$ cat config.mk
export PLATFORM = sky130hd
export DESIGN_NAME = circle_octant_rasterizer_top
export DESIGN_NICKNAME = d
export VERILOG_FILES = /design/src/hw/rtl/cor_pkg.sv /design/src/hw/rtl/cor_front.sv /design/src/hw/rtl/cor_queue.sv /design/src/hw/rtl/cor_back.sv /design/src/hw/rtl/circle_octant_rasterizer_top.sv
export SDC_FILE = /design/constraint.sdc
export NUM_CORES = 1
export LEC_CHECK = 0
export ABC_AREA = 1
export ABC_CLOCK_PERIOD_IN_PS = 4130
export BUFFER_PORTS_ARGS = -buffer_cell sky130_fd_sc_hd__buf_2
export CORE_MARGIN = 2
export CORE_UTILIZATION = 56
export CTS_CLUSTER_SIZE = 14
export DETAILED_ROUTE_END_ITERATION = 6
export PLACE_DENSITY = 0.81
export SKIP_LAST_GASP = 1
export SYNTH_ARGS = -nofsm -noshare
export SYNTH_HDL_FRONTEND = slang
export SYNTH_SLANG_ARGS = --single-unit
$ cat constraint.sdc
create_clock -name clock -period 4.13 [get_ports clock]
set_input_delay 0.413 -clock clock [delete_from_list [all_inputs] [get_ports clock]]
set_output_delay 0.413 -clock clock [all_outputs]
set_load 0.05 [all_outputs]
$ cat src/hw/rtl/cor_pkg.sv
// shared types and constants for the circle octant rasterizer
package cor_pkg;

   localparam int PIX_W       = 12;
   localparam int COLOR_W     = 3;
   localparam int OCT_W       = 3;
   localparam int QUEUE_DEPTH = 2;

   localparam int DEC_START    = 3;
   localparam int DEC_DOWN_ADD = 10;
   localparam int DEC_HOLD_ADD = 6;

   localparam logic [OCT_W-1:0] LAST_OCT = 3'd7;

   typedef enum logic {
      MODE_START = 1'b0,
      MODE_STEP  = 1'b1
   } mode_type;

   typedef enum logic [OCT_W-1:0] {
      OCT_PX_PY = 3'd0,
      OCT_NX_PY = 3'd1,
      OCT_PX_NY = 3'd2,
      OCT_NX_NY = 3'd3,
      OCT_NY_PX = 3'd4,
      OCT_NY_NX = 3'd5,
      OCT_PY_PX = 3'd6,
      OCT_PY_NX = 3'd7
   } oct_type;

   typedef struct packed {
      logic [PIX_W-1:0]   cx;
      logic [PIX_W-1:0]   cy;
      logic [PIX_W-1:0]   ox;
      logic [PIX_W-1:0]   oy;
      logic [COLOR_W-1:0] color;
      logic               done;
   } run_type;

endpackage

$ cat src/hw/rtl/cor_front.sv
// front end: takes start and step items, runs the midpoint decision, issues runs
module cor_front import cor_pkg::*; #(
   parameter int RADIUS_BITS = 9,
   parameter int COORD_BITS  = 10
) (
   input  logic                   clock,
   input  logic                   reset,
   input  logic                   accept_i,
   input  logic                   mode_i,
   input  logic [COORD_BITS-1:0]  center_x_i,
   input  logic [COORD_BITS-1:0]  center_y_i,
   input  logic [RADIUS_BITS-1:0] radius_i,
   input  logic [COLOR_W-1:0]     color_index_i,
   output logic                   run_valid_o,
   output run_type                run_o
);

   localparam int OFF_W = RADIUS_BITS + 2;
   localparam int DEC_W = RADIUS_BITS + 5;

   logic [COORD_BITS-1:0] center_col_ff, center_col_in;
   logic [COORD_BITS-1:0] center_row_ff, center_row_in;
   logic [COLOR_W-1:0]    held_color_ff, held_color_in;
   logic signed [OFF_W-1:0] offset_x_ff, offset_x_in;
   logic signed [OFF_W-1:0] offset_y_ff, offset_y_in;
   logic signed [DEC_W-1:0] decision_ff, decision_in;
   logic active_ff, active_in;

   logic                    is_start;
   logic                    step_ok;
   logic                    dec_pos;
   logic signed [OFF_W-1:0] step_x;
   logic signed [OFF_W-1:0] step_y;
   logic signed [DEC_W-1:0] step_diff;
   logic signed [DEC_W-1:0] step_dec;
   logic                    step_done;

   assign is_start = (mode_i == MODE_START);
   assign step_ok  = active_ff && !(offset_y_ff < offset_x_ff);
   assign dec_pos  = !decision_ff[DEC_W-1] && (decision_ff != '0);

   // one midpoint step
   always_comb begin
      step_x = offset_x_ff + OFF_W'(1);
      if (dec_pos) begin
         step_y    = offset_y_ff - OFF_W'(1);
         step_diff = DEC_W'(step_x) - DEC_W'(step_y);
         step_dec  = decision_ff + (step_diff <<< 2) + DEC_W'(DEC_DOWN_ADD);
      end else begin
         step_y    = offset_y_ff;
         step_diff = DEC_W'(step_x);
         step_dec  = decision_ff + (step_diff <<< 2) + DEC_W'(DEC_HOLD_ADD);
      end
      step_done = (step_y < step_x);
   end

   always_comb begin
      center_col_in = center_col_ff;
      center_row_in = center_row_ff;
      held_color_in = held_color_ff;
      offset_x_in   = offset_x_ff;
      offset_y_in   = offset_y_ff;
      decision_in   = decision_ff;
      active_in     = active_ff;
      if (accept_i && is_start) begin
         center_col_in = center_x_i;
         center_row_in = center_y_i;
         held_color_in = color_index_i;
         offset_x_in   = '0;
         offset_y_in   = OFF_W'(radius_i);
         decision_in   = DEC_W'(DEC_START) - (DEC_W'(radius_i) <<< 1);
         active_in     = 1'b1;
      end else if (accept_i && step_ok) begin
         offset_x_in = step_x;
         offset_y_in = step_y;
         decision_in = step_dec;
         active_in   = !step_done;
      end
   end

   always_comb begin
      run_valid_o = accept_i && (is_start || step_ok);
      run_o.cx    = PIX_W'(center_col_in);
      run_o.cy    = PIX_W'(center_row_in);
      run_o.ox    = PIX_W'(offset_x_in);
      run_o.oy    = PIX_W'(offset_y_in);
      run_o.color = held_color_in;
      run_o.done  = !is_start && step_done;
   end

   always_ff @(posedge clock) begin
      if (reset) begin
         active_ff <= 1'b0;
      end else begin
         active_ff <= active_in;
      end
   end

   always_ff @(posedge clock) begin
      center_col_ff <= center_col_in;
      center_row_ff <= center_row_in;
      held_color_ff <= held_color_in;
      offset_x_ff   <= offset_x_in;
      offset_y_ff   <= offset_y_in;
      decision_ff   <= decision_in;
   end

endmodule

$ cat src/hw/rtl/cor_queue.sv
// short run queue between front and back
module cor_queue import cor_pkg::*; (
   input  logic    clock,
   input  logic    reset,
   input  logic    wr_valid_i,
   input  run_type wr_data_i,
   output logic    full_o,
   output logic    rd_valid_o,
   output run_type rd_data_o,
   input  logic    rd_pop_i
);

   localparam int PTR_W = $clog2(QUEUE_DEPTH);
   localparam int CNT_W = $clog2(QUEUE_DEPTH + 1);

   run_type slot_ff [QUEUE_DEPTH];
   logic [PTR_W-1:0] wr_ptr_ff, wr_ptr_in;
   logic [PTR_W-1:0] rd_ptr_ff, rd_ptr_in;
   logic [CNT_W-1:0] count_ff, count_in;

   logic do_wr;
   logic do_rd;

   assign full_o     = (count_ff == CNT_W'(QUEUE_DEPTH));
   assign rd_valid_o = (count_ff != '0);
   assign rd_data_o  = slot_ff[rd_ptr_ff];
   assign do_wr      = wr_valid_i && !full_o;
   assign do_rd      = rd_pop_i && rd_valid_o;

   always_comb begin
      wr_ptr_in = do_wr ? wr_ptr_ff + PTR_W'(1) : wr_ptr_ff;
      rd_ptr_in = do_rd ? rd_ptr_ff + PTR_W'(1) : rd_ptr_ff;
      count_in  = count_ff + CNT_W'(do_wr) - CNT_W'(do_rd);
   end

   always_ff @(posedge clock) begin
      if (reset) begin
         wr_ptr_ff <= '0;
         rd_ptr_ff <= '0;
         count_ff  <= '0;
      end else begin
         wr_ptr_ff <= wr_ptr_in;
         rd_ptr_ff <= rd_ptr_in;
         count_ff  <= count_in;
      end
   end

   always_ff @(posedge clock) begin
      if (do_wr) begin
         slot_ff[wr_ptr_ff] <= wr_data_i;
      end
   end

endmodule

$ cat src/hw/rtl/cor_back.sv
// back end: expands each run into eight symmetric pixels, one per cycle while the output is popped
module cor_back import cor_pkg::*; (
   input  logic               clock,
   input  logic               reset,
   input  logic               run_valid_i,
   input  run_type            run_i,
   output logic               run_pop_o,
   output logic               empty_o,
   input  logic               pop_i,
   output logic [PIX_W-1:0]   pixel_x_o,
   output logic [PIX_W-1:0]   pixel_y_o,
   output logic [COLOR_W-1:0] pixel_color_o,
   output logic               last_o,
   output logic               done_o
);

   oct_type oct_ff, oct_in;
   logic out_valid_ff, out_valid_in;
   logic [PIX_W-1:0]   pixel_x_ff, pixel_x_in;
   logic [PIX_W-1:0]   pixel_y_ff, pixel_y_in;
   logic [COLOR_W-1:0] color_ff;
   logic               last_ff;
   logic               done_ff;

   logic             load;
   logic [PIX_W-1:0] add_x;
   logic [PIX_W-1:0] add_y;

   assign load      = run_valid_i && (!out_valid_ff || pop_i);
   assign run_pop_o = load && (oct_ff == LAST_OCT);

   always_comb begin
      unique case (oct_ff)
         OCT_PX_PY: begin add_x =  run_i.ox; add_y =  run_i.oy; end
         OCT_NX_PY: begin add_x = -run_i.ox; add_y =  run_i.oy; end
         OCT_PX_NY: begin add_x =  run_i.ox; add_y = -run_i.oy; end
         OCT_NX_NY: begin add_x = -run_i.ox; add_y = -run_i.oy; end
         OCT_NY_PX: begin add_x = -run_i.oy; add_y =  run_i.ox; end
         OCT_NY_NX: begin add_x = -run_i.oy; add_y = -run_i.ox; end
         OCT_PY_PX: begin add_x =  run_i.oy; add_y =  run_i.ox; end
         OCT_PY_NX: begin add_x =  run_i.oy; add_y = -run_i.ox; end
         default:   begin add_x = '0;        add_y = '0;        end
      endcase
      pixel_x_in = run_i.cx + add_x;
      pixel_y_in = run_i.cy + add_y;
   end

   always_comb begin
      oct_in       = load ? oct_type'(oct_ff + OCT_W'(1)) : oct_ff;
      out_valid_in = load || (out_valid_ff && !pop_i);
   end

   always_ff @(posedge clock) begin
      if (reset) begin
         oct_ff       <= OCT_PX_PY;
         out_valid_ff <= 1'b0;
      end else begin
         oct_ff       <= oct_in;
         out_valid_ff <= out_valid_in;
      end
   end

   always_ff @(posedge clock) begin
      if (load) begin
         pixel_x_ff <= pixel_x_in;
         pixel_y_ff <= pixel_y_in;
         color_ff   <= run_i.color;
         last_ff    <= (oct_ff == LAST_OCT);
         done_ff    <= run_i.done;
      end
   end

   assign empty_o       = !out_valid_ff;
   assign pixel_x_o     = pixel_x_ff;
   assign pixel_y_o     = pixel_y_ff;
   assign pixel_color_o = color_ff;
   assign last_o        = last_ff;
   assign done_o        = done_ff;

   a_pop_needs_run: assert property (@(posedge clock) disable iff (reset)
      run_pop_o |-> run_valid_i)
      else $error("run released from an empty queue");

   a_pop_restarts: assert property (@(posedge clock) disable iff (reset)
      run_pop_o |=> (oct_ff == OCT_PX_PY) && out_valid_ff && last_ff)
      else $error("run release out of step with last pixel");

   a_last_matches_oct: assert property (@(posedge clock) disable iff (reset)
      load |=> (last_ff == ($past(oct_ff) == LAST_OCT)))
      else $error("last flag not on eighth pixel");

endmodule

$ cat src/hw/rtl/circle_octant_rasterizer_top.sv
// top level of the circle octant rasterizer
// Bresenham circle rasterizer with eight-way symmetry. A start item (mode 0)
// loads center, radius and color and sends the eight pixels of the first point;
// each step item (mode 1) advances one point and sends eight more, the eighth
// marked last, with done_res set on every pixel of the step that completes the
// circle. A step while no circle is active sends nothing. Results leave at one
// pixel per cycle from the output register while pop is held; that rate is set
// by the pixel expander in the back end, which sends eight pixels per item.
// Items are taken in consecutive cycles while the two-entry run queue between
// the decision front end and the expander has room, and the first pixel of an
// item passes through a queue slot and the output register before it can be popped.
module circle_octant_rasterizer_top import cor_pkg::*; #(
   parameter int RADIUS_BITS = 9,
   parameter int COORD_BITS  = 10
) (
   input  logic                      clock,
   input  logic                      reset,
   input  logic                      push,
   output logic                      full,
   input  logic                      req_mode,
   input  logic [COORD_BITS-1:0]     req_center_x,
   input  logic [COORD_BITS-1:0]     req_center_y,
   input  logic [RADIUS_BITS-1:0]    req_radius,
   input  logic [COLOR_W-1:0]        req_color_index,
   output logic                      empty,
   input  logic                      pop,
   output logic signed [PIX_W-1:0]   rsp_pixel_x,
   output logic signed [PIX_W-1:0]   rsp_pixel_y,
   output logic [COLOR_W-1:0]        rsp_pixel_color,
   output logic                      rsp_last,
   output logic                      rsp_done_res
);

   logic    req_transfer;
   logic    front_valid;
   run_type front_run;
   logic    queue_valid;
   run_type queue_run;
   logic    queue_pop;
   logic [PIX_W-1:0] pixel_x;
   logic [PIX_W-1:0] pixel_y;

   assign req_transfer = push && !full;

   cor_front #(
      .RADIUS_BITS (RADIUS_BITS),
      .COORD_BITS  (COORD_BITS)
   ) u_front (
      .clock         (clock),
      .reset         (reset),
      .accept_i      (req_transfer),
      .mode_i        (req_mode),
      .center_x_i    (req_center_x),
      .center_y_i    (req_center_y),
      .radius_i      (req_radius),
      .color_index_i (req_color_index),
      .run_valid_o   (front_valid),
      .run_o         (front_run)
   );

   cor_queue u_queue (
      .clock      (clock),
      .reset      (reset),
      .wr_valid_i (front_valid),
      .wr_data_i  (front_run),
      .full_o     (full),
      .rd_valid_o (queue_valid),
      .rd_data_o  (queue_run),
      .rd_pop_i   (queue_pop)
   );

   cor_back u_back (
      .clock         (clock),
      .reset         (reset),
      .run_valid_i   (queue_valid),
      .run_i         (queue_run),
      .run_pop_o     (queue_pop),
      .empty_o       (empty),
      .pop_i         (pop),
      .pixel_x_o     (pixel_x),
      .pixel_y_o     (pixel_y),
      .pixel_color_o (rsp_pixel_color),
      .last_o        (rsp_last),
      .done_o        (rsp_done_res)
   );

   assign rsp_pixel_x = pixel_x;
   assign rsp_pixel_y = pixel_y;

endmodule

[Yosys cells after proc, flatten, opt, wreduce, memory -nomap -nowiden]
Memories as Yosys holds them, arrays and structs flattened. A register that Yosys moved wholly into a read port is not among the register bits.
Index checks and enable logic that the tools add are counted.
Word-level totals
  flip-flop bits (word level): 97
  bits in writable memories: 96
  input bits: 37
  output and inout port bits: 31
  logic and storage cells: 98
  memories kept: 1
Cells by class
  $add $sub $neg: 17
  magnitude comparators: 2
  equality and inequality tests: 8
  mux-type cells: 19
  bitwise logic cells: 1
  reductions and logical operators: 33
Memory list
  u_queue.slot_ff: depth 2, bits a word 48, rd ports 1, clocked after memory_dff 1, write ports 1, line cor_queue.sv:16  | run_type slot_ff [QUEUE_DEPTH];
Operators by type and width (number)
  12-bit case mux with 4 select lines: 2
  11-bit two-way mux: 5
  14-bit two-way mux: 3
  12-bit adder: 2
  12-bit negation: 2
  11-bit < comparator: 2
  10-bit two-way mux: 2
  2-bit OR reduction: 8
  14-bit by 13-bit adder with 14-bit output: 1
  14-bit adder: 1
  14-bit by 4-bit adder with 14-bit output, second input constant: 1
  14-bit by 5-bit adder with 14-bit output, second input constant: 1
  14-bit nonzero test: 1
  3-bit == test, second input constant: 4
  1-bit logical AND: 12
  11-bit by 11-bit subtractor with 12-bit output: 1
  11-bit by 2-bit adder with 11-bit output, second input constant: 1
  11-bit by 2-bit subtractor with 11-bit output, second input constant: 1
  2-bit by 10-bit subtractor with 11-bit output, first input constant: 1
  3-bit by 2-bit == test with 1-bit output, second input constant: 2
  1-bit logical NOT: 6
  1-bit two-way mux: 6
  2-bit nonzero test: 2
  3-bit by 1-bit adder with 3-bit output, second input constant: 1
  9 further kinds: 12

[Depth between registers and ports, before layout]
  word-level depth: 8
  depth in mapped cells: 25
  gate-level depth less buffers: 25

[By module]
A second synthesis with hierarchy kept.
Second synthesis, totals
  cell total of the unflattened synthesis: 1414
  area, all modules: 12979.9 um^2
By module, submodules not included
  cor_front: times used 1, cells an instance 765, area an instance 5356.4 um^2, sequential area each 1311.3 um^2
  cor_queue: times used 1, cells an instance 201, area an instance 4259.1 um^2, sequential area each 3223.1 um^2
  cor_back: times used 1, cells an instance 446, area an instance 3354.5 um^2, sequential area each 950.9 um^2
  circle_octant_rasterizer_top: times used 1, cells an instance 2, area an instance 10.0 um^2, sequential area each 0.0 um^2

[Worst setup path before layout]
OpenSTA, ideal clock, no wires.
  path type: flip-flop to flip-flop
  start point: reg u_front.offset_x_ff[6]
  end point: mem u_queue.slot_ff[0][0] (netlist name) (enable)
  setup time: 0.465 ns
  data arrival time: 3.766 ns
  required time: 3.665 ns
  slack: -0.101 ns
  cell stages (with the launch flop): 14
  path buffers: 1
  clock period less this slack: 4.231 ns
  cells stage by stage: dfxtp_1 > inv_1 > ha_1 > nand2_1 > nor2_1 > nand2_1 > nand2_1 > nand2_1 > nand2_1 > nand2_1 > nand2_1 > nand2_1 > clkbuf_1 > a21oi_1
On the way
  longest elaborated chain between the ends: 8
Ends and longest elaborated chain
  start: declaration: line cor_front.sv:24  | logic signed [OFF_W-1:0] offset_x_ff, offset_x_in;
  start signal: assignment: line cor_front.sv:103  | offset_x_ff <= offset_x_in;
  11-bit < comparator: line cor_front.sv:39  | assign step_ok = active_ff && !(offset_y_ff < offset_x_ff);
  1-bit logical NOT: line cor_front.sv:39
  1-bit logical AND: line cor_front.sv:39
  1-bit logical OR: line cor_front.sv:82  | run_valid_o = accept_i && (is_start || step_ok);
  1-bit logical AND: line cor_front.sv:82
  1-bit logical AND: line cor_queue.sv:27  | assign do_wr = wr_valid_i && !full_o;
  1-bit two-way mux: line cor_queue.sv:49  | if (do_wr) begin
  1-bit two-way mux (implied by the code): line cor_queue.sv:50  | slot_ff[wr_ptr_ff] <= wr_data_i;
  end: declaration: line cor_queue.sv:16
No other way between the ends.

[Worst setup path after layout]
  start point: reg u_front.offset_y_ff[0]
  end point: reg u_front.decision_ff[12] (data pin)
On the way
  longest elaborated chain between the ends: 7
Ends and longest elaborated chain
  start: declaration: line cor_front.sv:25  | logic signed [OFF_W-1:0] offset_y_ff, offset_y_in;
  start signal: assignment: line cor_front.sv:104  | offset_y_ff <= offset_y_in;
  11-bit by 2-bit subtractor with 11-bit output: line cor_front.sv:46  | step_y = offset_y_ff - OFF_W'(1);
  11-bit by 11-bit subtractor with 12-bit output: line cor_front.sv:47  | step_diff = DEC_W'(step_x) - DEC_W'(step_y);
  14-bit adder: line cor_front.sv:48  | step_dec = decision_ff + (step_diff <<< 2) + DEC_W'(DEC_DOWN_ADD);
  14-bit by 5-bit adder with 14-bit output: line cor_front.sv:48
  14-bit two-way mux: line cor_front.sv:45  | if (dec_pos) begin
  14-bit two-way mux: line cor_front.sv:73  | end else if (accept_i && step_ok) begin
  14-bit two-way mux: line cor_front.sv:65  | if (accept_i && is_start) begin
  via u_front.decision_in[12]: line cor_front.sv:26  | logic signed [DEC_W-1:0] decision_ff, decision_in;
  end signal: assignment: line cor_front.sv:105  | decision_ff <= decision_in;
  end: declaration: line cor_front.sv:26
The timed path passes the listed nets, and every way through them passes these cells. The select of a mux whose other input is x is not followed.
A chain may end at the register's enable or synchronous reset.

==> out/summary.txt <==
Outcome: complete, no violations
FF-to-FF End: u_front.decision_ff[12]$_DFFE_PP_
WS Path Type: register to register
GRT Total Usage: 27.4%
Share of cells above drive strength 1: 13.3%
Initial Util: 57.2%
Main synth FF type: edfxtp_1
Finished Layout Cells: 1851
Synth area leader: edfxtp_1
Critical path capture point type: register
Routed WL: 30800 um
CTS Root Cell: clkbuf_16
Nets: 1714
WP data arrival: 4.14 ns
Routability cong.: 0.957
Least-Margin Pin Slew: 0.844 ns
Clock tree buffer depth: 2
Startpoint types: register
R2R setup slack: 0.18 ns
Worst endpoint required time: 4.33 ns
Hold_ws: 0.183 ns
Worst setup margin: 0.183 ns
# Max-Cap Violations: 0
Drt wl/cell: 16.6 um
Syn Inst Count: 1472
Type of the worst min-delay path: input pin to register
Slew Viols, Final: 0
Vias in the first global route: 9576
Clk_lat worst skew: 0.45 ns
Commonest non-fill, non-tap cell in the layout: nand2_1
Commonest cells after routing, fill and taps aside: nand2_1, inv_1, edfxtp_1
Largest fanout on the critical path: 6
Die Area: 22700 um2
Grt ovf: 0
Asr flop ratio synth: 0%
Post-synth cell types: 46
Clk_skew: 0.0189 ns
Post-route ant nets: 0
YS warnings: 0
Dpl ws: -0.0106 ns
Finished Cell Area: 13700 um2
Share of the synthesized area in the top cell type: 33.5%
Fmax: 253 MHz
Die Ht: 151 um
Fill cells: 1701
Cells after DPL: 1819
Post-DP HPWL: 22400 um
Synthesized area: 12000 um2
Post-synth EDFFs: 134
Core area: 21000 um2
Syn avg cell area: 8.17 um2
Ports: 68
RSZ-0062 raised after global routing: yes
CTS tree: done
Min-delay src: reset
Period utilisation layout: 95.6%
Static leakage power: 6.25 nW
FF+latch count, synth: 189
Area contributors post-synth: edfxtp_1, nand2_1, ha_1
Setup violations, final: 0
Initial DRT Pass Iterations: 5
H-tree levels: 4
Largest net degree at the start of global routing: 48
R2R depth: 21
Area grow syn2layout: 13.5%
Port Buffers: 67
CTS Sinks: 189
Total power: 11.5 mW
# rows: 53
Post-Syn Nets: 1623
Worst rel slew slack: 43.2%
Residual DRC: 0
Post-DP Area: 12800 um2
Worst vdd ir: 1.04 mV
Vias per cell: 5.58
Depth of the worst hold-timing path: 2
Initial DRC Count: 1124
First-pass GRT wire length: 48100 um
Pwr per Cell Area: 843 nW/um2
Via count: 10300
Clk slew on worst S/H paths: 0.09 ns
# diodes: 0
Initial antenna violation count: 0
Inserted Clock Buffers: 17
Hold Vio Cnt, Final: 0
CP startpoint: u_front.offset_y_ff[0]$_DFF_P_
Die width: 151 um
Min Tclk post-route: 3.95 ns
Register area share after synthesis: 42.6%
RR Startpoint: u_front.offset_y_ff[0]$_DFF_P_
Hold Crit Endpoint: u_back.out_valid_ff$_SDFF_PP0_
## metal layers
layer	GRT usage, %	share of wire, %	vias up	wire length (um)
met5	0	0	-	0
met4	9.86	2.9	0	881
met3	4.64	7.3	73	2250
met2	44.2	47	399	14500
met1	37.1	43	4741	13100
li1	-	-	5115	-
## cell type report
type	instances	area [um2]	area share, %
tap	275	344	2.52
sequential	189	5130	37.6
clock buffer	17	425	3.12
clock inverter	15	219	1.60
inverter	179	672	4.92
timing repair buffer	101	591	4.33
multi-input combinational	1075	6270	45.9
## through the flow
step	utilization [%]	TNS [ns]
5_1_grt	64.9	-0.122
3_5_place_dp	61.1	-0.0106
4_1_cts	64.2	0
2_1_floorplan	-	0
3_3_place_gp	61.1	0
6_report	64.9	0
## cell usage after synthesis (2+ instances only)
library cell / instances
nand2_1: 449
dfxtp_1: 55
buf_1: 5
a211oi_1: 2
nor2_4: 3
nor4_1: 2
nor2_1: 71
nand4_1: 17
nor2_2: 8
inv_2: 6
clkinv_1: 2
nand3b_1: 8
nor3_1: 15
clkbuf_1: 13
a21oi_1: 76
o211ai_1: 5
fa_1: 5
o31ai_1: 2
xor2_1: 41
or2_2: 5
o21a_1: 3
o2111ai_1: 3
buf_6: 3
edfxtp_1: 134
a31oi_1: 9
o21ai_1: 11
xnor2_1: 17
nand2_2: 10
o21ai_0: 82
a21boi_0: 2
nand2_4: 2
o22ai_1: 8
buf_2: 7
a21oi_2: 3
inv_1: 171
nand3_1: 91
o21ai_2: 5
o21bai_1: 3
nand3_2: 2
ha_1: 109
a21o_1: 2
## report_power, final
group / total, mW / internal (mW) / switching [mW] / leakage (nW)
Clock: 1.75 / 0.848 / 0.907 / 0.304
Sequential: 2.89 / 2.67 / 0.217 / 1.71
Combinational: 6.87 / 2.36 / 4.51 / 4.23
Total: 11.5 / 5.88 / 5.63 / 6.25
## sequential cells by signal, indices dropped and copies added (netlist names), 10 cells and up, named ones only
register / cells
u_queue.slot_ff: 92
u_front.decision_ff: 13
u_back.pixel_x_o: 12
u_back.pixel_y_o: 12
u_front.offset_x_ff: 11
u_front.offset_y_ff: 11
u_front.center_col_ff: 10
u_front.center_row_ff: 10
## critical path, cell delays in order (launching register included)
cell and delay [ns]:
dfxtp_1 0.38, inv_1 0.11, ha_1 0.26, nand2_1 0.12, xor2_2 0.23, ha_2 0.36, nand2_1 0.08, nand2_1 0.07
a21oi_1 0.13, nand2_1 0.13, a21oi_1 0.18, xnor2_1 0.14, ha_1 0.25, ha_1 0.34, inv_1 0.19, o21ai_0 0.12
a31oi_1 0.20, nand4_1 0.12, nand3_1 0.10, nand2_1 0.06, nand2_1 0.06, nand2_1 0.05
## cell families after synthesis
logic type	Yosys count	share of synthesized area, %
buffers and inverters	208	6.78
AOI/OAI and AO/OA	219	10.2
xor gates and xnor gates	58	4.22
and+or+nand+nor	684	24.0
DFF	189	42.6
adders and majority gates	114	12.2
## how the worst max path moves through the flow
stage	end	slack (ns)
floorplan	u_queue.slot_ff[1][0]$_DFFE_PP_	0.07
global placement	u_front.decision_ff[13]$_DFFE_PP_	0.11
detailed placement	u_front.decision_ff[13]$_DFFE_PP_	-0.01
CTS	u_front.decision_ff[13]$_DFFE_PP_	0.02
global route	u_front.decision_ff[11]$_DFFE_PP_	-0.07
finish	u_front.decision_ff[12]$_DFFE_PP_	0.18
## repair_timing
action	in CTS	in global routing
hold buffers	0	0
setup buffers	0	0
gates resized for setup	1	32
pin swaps	0	4
endpoints found under the setup margin	5	8
No activity file was read; power rests on OpenSTA's default activity.
